$ cat config.mk
export PLATFORM = sky130hd
export DESIGN_NAME = rpn_stack_alu_top
export DESIGN_NICKNAME = d
export VERILOG_FILES = /design/src/design/rpnalu_pkg.sv /design/src/design/rpnalu_cell.sv /design/src/design/rpnalu_seq.sv /design/src/design/rpn_stack_alu_top.sv
export SDC_FILE = /design/constraint.sdc
export NUM_CORES = 1
export LEC_CHECK = 0
export BUFFER_PORTS_ARGS = -buffer_cell sky130_fd_sc_hd__buf_2
export CAP_MARGIN = 20
export CORE_MARGIN = 4
export CORE_UTILIZATION = 39
export DETAILED_ROUTE_END_ITERATION = 8
export GPL_TIMING_DRIVEN = 0
export PLACE_DENSITY = 0.66
export SYNTH_ARGS = -nofsm -noshare
export SYNTH_HDL_FRONTEND = slang
export SYNTH_HIERARCHICAL = 1
export SYNTH_SLANG_ARGS = --single-unit
$ cat constraint.sdc
create_clock -name clk -period 14.85 [get_ports clk]
set_input_delay 1.485 -clock clk [delete_from_list [all_inputs] [get_ports clk]]
set_output_delay 1.485 -clock clk [all_outputs]
set_load 0.05 [all_outputs]
$ cat src/design/rpnalu_pkg.sv
// Shared types and constants for the RPN stack calculator.
package rpnalu_pkg;

	localparam int STACK_DEPTH_DEF = 4;
	localparam int WORD_WIDTH_DEF  = 32;
	localparam int OUT_LEVELS      = 4;

	typedef enum logic [2:0] {
		OP_PUSH = 3'd0,
		OP_ADD  = 3'd1,
		OP_SUB  = 3'd2,
		OP_MUL  = 3'd3,
		OP_DIV  = 3'd4
	} op_t;

	typedef enum logic [1:0] {
		ST_OK    = 2'd0,
		ST_DIV0  = 2'd1,
		ST_BADOP = 2'd2
	} status_t;

	typedef enum logic [1:0] {
		S_IDLE = 2'd0,
		S_EXEC = 2'd1,
		S_ITER = 2'd2
	} fsm_t;

	// Per-cycle move command for every stack cell.
	typedef struct packed {
		logic up;    // take the level below (push)
		logic down;  // take the level above (binary op)
	} cell_ctl_t;

endpackage

$ cat src/design/rpnalu_cell.sv
// One stack level: holds a word and moves it up or down the chain.
module rpnalu_cell #(
	parameter int WORD_WIDTH = rpnalu_pkg::WORD_WIDTH_DEF
) (
	input  logic                   clk,
	input  logic                   arst_n,
	input  rpnalu_pkg::cell_ctl_t  ctl,
	input  logic [WORD_WIDTH-1:0]  up_d,
	input  logic [WORD_WIDTH-1:0]  down_d,
	output logic [WORD_WIDTH-1:0]  q,
	output logic [WORD_WIDTH-1:0]  d
);

	logic [WORD_WIDTH-1:0] level_q;

	always_comb begin
		if (ctl.up) begin
			d = up_d;
		end else if (ctl.down) begin
			d = down_d;
		end else begin
			d = level_q;
		end
	end

	always_ff @(posedge clk or negedge arst_n) begin
		if (!arst_n) begin
			level_q <= '0;
		end else begin
			level_q <= d;
		end
	end

	assign q = level_q;

endmodule

$ cat src/design/rpnalu_seq.sv
// Bit-serial multiply (shift-add) and signed divide (restoring), one bit per cycle.
module rpnalu_seq #(
	parameter int WORD_WIDTH = rpnalu_pkg::WORD_WIDTH_DEF
) (
	input  logic                   clk,
	input  logic                   arst_n,
	input  logic                   start,
	input  logic                   is_div,
	input  logic [WORD_WIDTH-1:0]  opnd_a,  // Y
	input  logic [WORD_WIDTH-1:0]  opnd_b,  // X
	output logic                   busy,
	output logic [WORD_WIDTH-1:0]  result
);

	localparam int CW = $clog2(WORD_WIDTH);

	logic                  busy_q;
	logic                  div_q;
	logic                  neg_q;
	logic [CW-1:0]         cnt_q;
	logic [WORD_WIDTH-1:0] acc_q;
	logic [WORD_WIDTH-1:0] opa_q;
	logic [WORD_WIDTH-1:0] opb_q;

	logic [WORD_WIDTH-1:0] mag_a;
	logic [WORD_WIDTH-1:0] mag_b;
	logic [WORD_WIDTH:0]   rem_sh;
	logic [WORD_WIDTH:0]   rem_sub;
	logic                  fits;

	assign mag_a   = opnd_a[WORD_WIDTH-1] ? (~opnd_a + 1'b1) : opnd_a;
	assign mag_b   = opnd_b[WORD_WIDTH-1] ? (~opnd_b + 1'b1) : opnd_b;
	assign rem_sh  = {acc_q, opa_q[WORD_WIDTH-1]};
	assign rem_sub = rem_sh - {1'b0, opb_q};
	assign fits    = rem_sh >= {1'b0, opb_q};

	always_ff @(posedge clk or negedge arst_n) begin
		if (!arst_n) begin
			busy_q <= 1'b0;
			cnt_q  <= '0;
		end else if (start) begin
			busy_q <= 1'b1;
			cnt_q  <= '0;
		end else if (busy_q) begin
			cnt_q <= cnt_q + 1'b1;
			if (cnt_q == CW'(WORD_WIDTH - 1)) begin
				busy_q <= 1'b0;
			end
		end
	end

	always_ff @(posedge clk) begin
		if (start) begin
			div_q <= is_div;
			neg_q <= opnd_a[WORD_WIDTH-1] ^ opnd_b[WORD_WIDTH-1];
			acc_q <= '0;
			opa_q <= is_div ? mag_a : opnd_a;
			opb_q <= is_div ? mag_b : opnd_b;
		end else if (busy_q) begin
			if (div_q) begin
				if (fits) begin
					acc_q <= rem_sub[WORD_WIDTH-1:0];
					opa_q <= {opa_q[WORD_WIDTH-2:0], 1'b1};
				end else begin
					acc_q <= rem_sh[WORD_WIDTH-1:0];
					opa_q <= {opa_q[WORD_WIDTH-2:0], 1'b0};
				end
			end else begin
				if (opb_q[0]) begin
					acc_q <= acc_q + opa_q;
				end
				opa_q <= {opa_q[WORD_WIDTH-2:0], 1'b0};
				opb_q <= {1'b0, opb_q[WORD_WIDTH-1:1]};
			end
		end
	end

	assign busy   = busy_q;
	assign result = !div_q ? acc_q : (neg_q ? (~opa_q + 1'b1) : opa_q);

endmodule

$ cat src/design/rpn_stack_alu_top.sv
// Top level of the RPN four-level stack calculator.
// Push, add, subtract, divide by zero and error requests finish in the EXEC state and
// raise out_valid; multiply and divide go on to the ITER state, where the serial unit
// retires one operand bit per cycle. One request is in work at a time: a new request is
// taken only after the last has finished and the FSM is back in IDLE, and a result stall
// delays that finish. Reset (arst_n low, async) clears every level, the FSM and out_valid.
module rpn_stack_alu_top #(
	parameter int STACK_DEPTH = rpnalu_pkg::STACK_DEPTH_DEF,
	parameter int WORD_WIDTH  = rpnalu_pkg::WORD_WIDTH_DEF
) (
	input  logic                          clk,
	input  logic                          arst_n,
	// request channel
	input  logic                          in_valid,
	output logic                          in_stall,
	input  logic [2:0]                    opcode,
	input  logic signed [WORD_WIDTH-1:0]  value,
	// result channel
	output logic                          out_valid,
	input  logic                          out_stall,
	output logic signed [WORD_WIDTH-1:0]  level_x,
	output logic signed [WORD_WIDTH-1:0]  level_y,
	output logic signed [WORD_WIDTH-1:0]  level_z,
	output logic signed [WORD_WIDTH-1:0]  level_t,
	output logic [1:0]                    status
);

	// Control state and the request held while it is in work.
	rpnalu_pkg::fsm_t      state_q, state_d;
	logic [2:0]            op_q;
	logic [WORD_WIDTH-1:0] val_q;

	// Output register; a finished request waits here until taken.
	logic                  out_valid_q;
	logic [WORD_WIDTH-1:0] lvl_out_q [rpnalu_pkg::OUT_LEVELS];
	logic [1:0]            status_q;

	// Stack chain: cell 0 is X, cell 1 is Y, and so on upward.
	logic [WORD_WIDTH-1:0] lvl_q [STACK_DEPTH];
	logic [WORD_WIDTH-1:0] lvl_d [STACK_DEPTH];
	logic [WORD_WIDTH-1:0] lvl_view [rpnalu_pkg::OUT_LEVELS];
	rpnalu_pkg::cell_ctl_t ctl;

	// Arithmetic
	logic                  seq_start;
	logic                  seq_busy;
	logic [WORD_WIDTH-1:0] seq_result;
	logic [WORD_WIDTH-1:0] alu_result;
	logic                  slot_free;
	logic                  finish;
	logic [1:0]            status_d;
	logic                  is_push, is_add, is_sub, is_mul, is_div, x_zero;

	assign is_push = op_q == rpnalu_pkg::OP_PUSH;
	assign is_add  = op_q == rpnalu_pkg::OP_ADD;
	assign is_sub  = op_q == rpnalu_pkg::OP_SUB;
	assign is_mul  = op_q == rpnalu_pkg::OP_MUL;
	assign is_div  = op_q == rpnalu_pkg::OP_DIV;
	assign x_zero  = lvl_q[0] == '0;

	// Output slot is free if empty or being drained this cycle.
	assign slot_free = !out_valid_q || !out_stall;

	always_comb begin
		case (op_q)
			rpnalu_pkg::OP_ADD: alu_result = lvl_q[1] + lvl_q[0];
			rpnalu_pkg::OP_SUB: alu_result = lvl_q[1] - lvl_q[0];
			default:            alu_result = seq_result;
		endcase
	end

	// Next state, serial unit start, stack moves and status.
	always_comb begin
		state_d   = state_q;
		seq_start = 1'b0;
		finish    = 1'b0;
		case (state_q)
			rpnalu_pkg::S_IDLE: begin
				if (in_valid) begin
					state_d = rpnalu_pkg::S_EXEC;
				end
			end
			rpnalu_pkg::S_EXEC: begin
				if (is_mul || (is_div && !x_zero)) begin
					seq_start = 1'b1;
					state_d   = rpnalu_pkg::S_ITER;
				end else if (slot_free) begin
					finish  = 1'b1;
					state_d = rpnalu_pkg::S_IDLE;
				end
			end
			rpnalu_pkg::S_ITER: begin
				if (!seq_busy && slot_free) begin
					finish  = 1'b1;
					state_d = rpnalu_pkg::S_IDLE;
				end
			end
			default: state_d = rpnalu_pkg::S_IDLE;
		endcase

		if (is_div && x_zero) begin
			status_d = rpnalu_pkg::ST_DIV0;
		end else if (is_push || is_add || is_sub || is_mul || is_div) begin
			status_d = rpnalu_pkg::ST_OK;
		end else begin
			status_d = rpnalu_pkg::ST_BADOP;
		end

		ctl.up   = finish && is_push;
		ctl.down = finish && !is_push && status_d == rpnalu_pkg::ST_OK;
	end

	assign in_stall = state_q != rpnalu_pkg::S_IDLE;

	always_ff @(posedge clk or negedge arst_n) begin
		if (!arst_n) begin
			state_q     <= rpnalu_pkg::S_IDLE;
			out_valid_q <= 1'b0;
		end else begin
			state_q <= state_d;
			if (finish) begin
				out_valid_q <= 1'b1;
			end else if (!out_stall) begin
				out_valid_q <= 1'b0;
			end
		end
	end

	// Request capture; payload needs no reset.
	always_ff @(posedge clk) begin
		if (in_valid && !in_stall) begin
			op_q  <= opcode;
			val_q <= value;
		end
	end

	always_ff @(posedge clk) begin
		if (finish) begin
			for (int i = 0; i < rpnalu_pkg::OUT_LEVELS; i++) begin
				lvl_out_q[i] <= lvl_view[i];
			end
			status_q <= status_d;
		end
	end

	// Chain of stack cells. Push moves every level up and X takes the request value;
	// a binary op without error moves levels down, X takes the result and the top takes zero.
	for (genvar g = 0; g < STACK_DEPTH; g++) begin : g_cell
		logic [WORD_WIDTH-1:0] up_in, down_in;
		if (g == 0) begin : g_bottom
			assign up_in   = val_q;
			assign down_in = alu_result;
		end else if (g == STACK_DEPTH - 1) begin : g_top
			assign up_in   = lvl_q[g-1];
			assign down_in = '0;
		end else begin : g_mid
			assign up_in   = lvl_q[g-1];
			assign down_in = lvl_q[g+1];
		end
		rpnalu_cell #(
			.WORD_WIDTH(WORD_WIDTH)
		) u_cell (
			.clk    (clk),
			.arst_n (arst_n),
			.ctl    (ctl),
			.up_d   (up_in),
			.down_d (down_in),
			.q      (lvl_q[g]),
			.d      (lvl_d[g])
		);
	end

	// Levels beyond the stack depth read as zero.
	for (genvar g = 0; g < rpnalu_pkg::OUT_LEVELS; g++) begin : g_view
		if (g < STACK_DEPTH) begin : g_have
			assign lvl_view[g] = lvl_d[g];
		end else begin : g_none
			assign lvl_view[g] = '0;
		end
	end

	rpnalu_seq #(
		.WORD_WIDTH(WORD_WIDTH)
	) u_seq (
		.clk    (clk),
		.arst_n (arst_n),
		.start  (seq_start),
		.is_div (is_div),
		.opnd_a (lvl_q[1]),
		.opnd_b (lvl_q[0]),
		.busy   (seq_busy),
		.result (seq_result)
	);

	assign out_valid = out_valid_q;
	assign level_x   = lvl_out_q[0];
	assign level_y   = lvl_out_q[1];
	assign level_z   = lvl_out_q[2];
	assign level_t   = lvl_out_q[3];
	assign status    = status_q;

endmodule
==> results.yml <==
timing:
  fmax_mhz: 189
  period_minus_slack_ns: 5.30
  slew_viol_final: 0
  final-hold-violation-count: 0
  tightest_slew_ns: 1.01
  fin_crit_sh_pct: 35.7
  fin_skew_ns: 0.0141
  finalSetupTns_ns: 0
  grt_setup_unrepaired: "false"
  relSlewSlack_pct: 32.3
  report.final.setup_viol: 0
  hold_ws_ns: 0.473
cells_and_area:
  nets: 2922
  synthToLayoutAreaGrowth_pct: 14.9
  multi_input_comb_area_um2: 12600
  antenna_cells: 0
  regArea_um2: 11000
  nFillCells: 5953
  drive_gt1_share_pct: 12.8
cts:
  cts_setup_buffers: 0
  path_clk_slew_ns: 0.06
  cts_root_buf: "clkbuf_16"
  cts_resized: 0
  cts_buffers: 42
  cts_tree: "built"
  clockBufferDepth: 3
  cts-hold-fix-buffers: 0
  clk_latency_ns: 0.58
  clock_sinks: 400
  htree_levels: 2
logic_synthesis:
  post_synth_xor_area_fraction_pct: 7.11
  yosys.area_share.simple_pct: 14.1
  synth-compound-area-share_pct: 17.6
  ys.flop_type: "edfxtp_1"
  yosysTopAreaCellShare_pct: 28.3
  seq_area_frac_synth_pct: 44.9
  synth_top_family_by_area: "compound AO/OA/AOI/OAI gates"
  yosysMostFrequentCell: "nand2_1"
  netlist-cell-type-count: 90
  synthCells: 2526
  synth_common_cells: "275 x nand2_1, 231 x edfxtp_1, 228 x nor2_1"
  synth-edff-count: 231
  yosys_warnings: 6
  synth_adder_area_share_pct: 5.50
  netlist_area_um2: 24500
  synth_area_per_cell_um2: 9.71
  async_reset_ff_share_pct: 34.3
  muxShareOfSynthArea_pct: 6.48
  synth-seq-cells: 400
  netlist_top_cells_area: "edfxtp_1 28%, dfrtp_1 14%, mux2i_1 6.0%"
  synth_top_cell_by_area: "edfxtp_1"
global_route:
  overflow: 0
  grt_max_degree: 94
  track_usage_pct: 22.1
  grt_pass1_wl_um: 117000
  antenna_found_initial: 0
  grt_pass1_vias: 20191
drt:
  viasPerCell: 5.54
  wirelength_um: 76800
  drtIter0Drc: 1489
  wl_per_cell_um: 21.1
  detail-route-antenna-nets: 0
  drc: 0
  firstDrtPassIters: 5
  vias: 20193
critical_path:
  critPathArrivalTime_ns: 5.68
  path_cells: "nor4_1 -> and4b_1 -> clkbuf_1 -> nand2_1 -> o21ai_0 -> xor2_1 -> ha_1 -> buf_2 -> a21oi_1 -> nand2_1 -> a221oi_1 -> nand4b_1 -> o21ai_1 -> o311ai_2 -> o22a_1 -> o211ai_1 -> mux2i_1 -> o21ai_0"
  crit_fanout: 12
  crit_family: "compound AO/OA/AOI/OAI gates"
  slowest_stage: "dfrtp_1"
  startpoint_type: "flip-flop"
  critPathKind: "reg -> reg"
  cp-end-kind: "flip-flop"
  worstPathRequired_ns: 15.23
  critPathMaxStageDelay_ns: 0.58
  cp.buffers_inverters: 2
place:
  dp_hpwl_um: 60500
  numPortBuffers: 170
  gp_congestion: 0.937
floorplan:
  pin_count: 171
  die-width_um: 259
  core_um2: 61900
  rows: 91
  dieArea_um2: 66900
  die_h_um: 259
  initial_core_util_pct: 39.6
outcome:
  status: "complete, no violations"
min_path:
  hold_class: "reg -> reg"
run:
  cap_violations: 0
## path summary, 6_finish.rpt
check | startpoint | slack, ns | endpoint | depth (start not counted)
max in group asynchronous | arst_n | 13.15 | u_seq/busy | 2
min in group asynchronous | arst_n | 0.84 | g_cell[3].u_cell/q[3] | 1
setup / recovery | g_cell[0].u_cell/q[6] | 9.55 | lvl_out_q[0][31] | 18
setup reg to reg | g_cell[0].u_cell/q[6] | 9.55 | lvl_out_q[0][31] | 18
hold / removal | g_cell[0].up_in[12] | 0.47 | g_cell[0].u_cell/q[12] | 2
hold reg to reg | g_cell[0].up_in[12] | 0.47 | g_cell[0].u_cell/q[12] | 2
## final cells by class
cell class / count / area share, %
sequential: 400 / 39.1
clock inverter: 27 / 1.29
tap: 837 / 3.72
inverter: 72 / 0.960
multi-input combinational: 1952 / 44.7
clock buffer: 51 / 4.00
timing repair buffer: 176 / 3.47
buffer: 133 / 2.80
## worst reg2reg max path, cell delays in order, from the launching register on
cell	delay (ns)
dfrtp_1	0.58
nor4_1	0.50
and4b_1	0.26
clkbuf_1	0.31
nand2_1	0.15
o21ai_0	0.21
xor2_1	0.17
ha_1	0.24
buf_2	0.17
a21oi_1	0.27
nand2_1	0.08
a221oi_1	0.47
nand4b_1	0.15
o21ai_1	0.35
o311ai_2	0.22
o22a_1	0.25
o211ai_1	0.30
mux2i_1	0.13
o21ai_0	0.29
## flip-flops by register name, summed over array words and instances (netlist names)
| register | cells |
|---|---|
| u_seq/opa_q | 32 |
| status | 2 |
| u_seq/cnt_q | 5 |
| u_seq/busy | 1 |
| op_q | 3 |
| lvl_out_q | 128 |
| u_seq/div_q | 1 |
| u_seq/neg_q | 1 |
| g_cell.u_cell/q | 128 |
| out_valid | 1 |
| u_seq/acc_q | 32 |
| g_cell.up_in | 32 |
| u_seq/opb_q | 32 |
| state_q | 2 |
## metal layers
layer	wire, um	share of wire (%)	global-route usage [%]
met1	32900	43	28.9
met2	36900	48	37.9
met3	3920	5.1	2.52
met4	3090	4.0	8.38
met5	0	0	0
## cell usage in the layout, fill, tap and decap left out, types with 13 or more instances in the layout
cell / count
a211oi_1: 15
a21o_1: 45
a21oi_1: 219
a31oi_1: 25
and3_1: 14
buf_12: 15
buf_2: 209
clkbuf_1: 79
clkbuf_16: 44
conb_1: 32
dfrtp_1: 137
dfxtp_1: 32
edfxtp_1: 231
ha_1: 103
inv_1: 72
mux2i_1: 146
nand2_1: 275
nand2b_1: 20
nand3_1: 32
nand4_1: 14
nor2_1: 227
nor2b_1: 20
nor3_1: 44
nor4_1: 19
o211ai_1: 13
o21a_1: 18
o21ai_0: 126
o21ai_1: 114
o31ai_1: 25
o41ai_1: 21
or3_1: 13
xnor2_1: 93
xor2_1: 106
## cells by family after synthesis
group,after synthesis
and+or+nand+nor,747
muxes,157
AOI/OAI and AO/OA,711
other,1
xor gates and xnor gates,199
buffers and inverters,205
DFF,400
adders and majority gates,106
## per-stage QoR
step | worst slack [ns] | cell area [um^2] | std cells | utilization, %
floorplan | 6.78 | 24600 | 2557 | -
global placement | 4.34 | 26500 | 3564 | 42.8
detailed placement | 9.68 | 26700 | 3570 | 43.1
CTS | 9.64 | 28200 | 3648 | 45.5
global route | 9.29 | 28200 | 3648 | 45.5
finish | 9.55 | 28200 | 3648 | 45.5
Power is not shown: default switching activity piles up to over one toggle a cycle in this logic, so the estimate is an artifact.
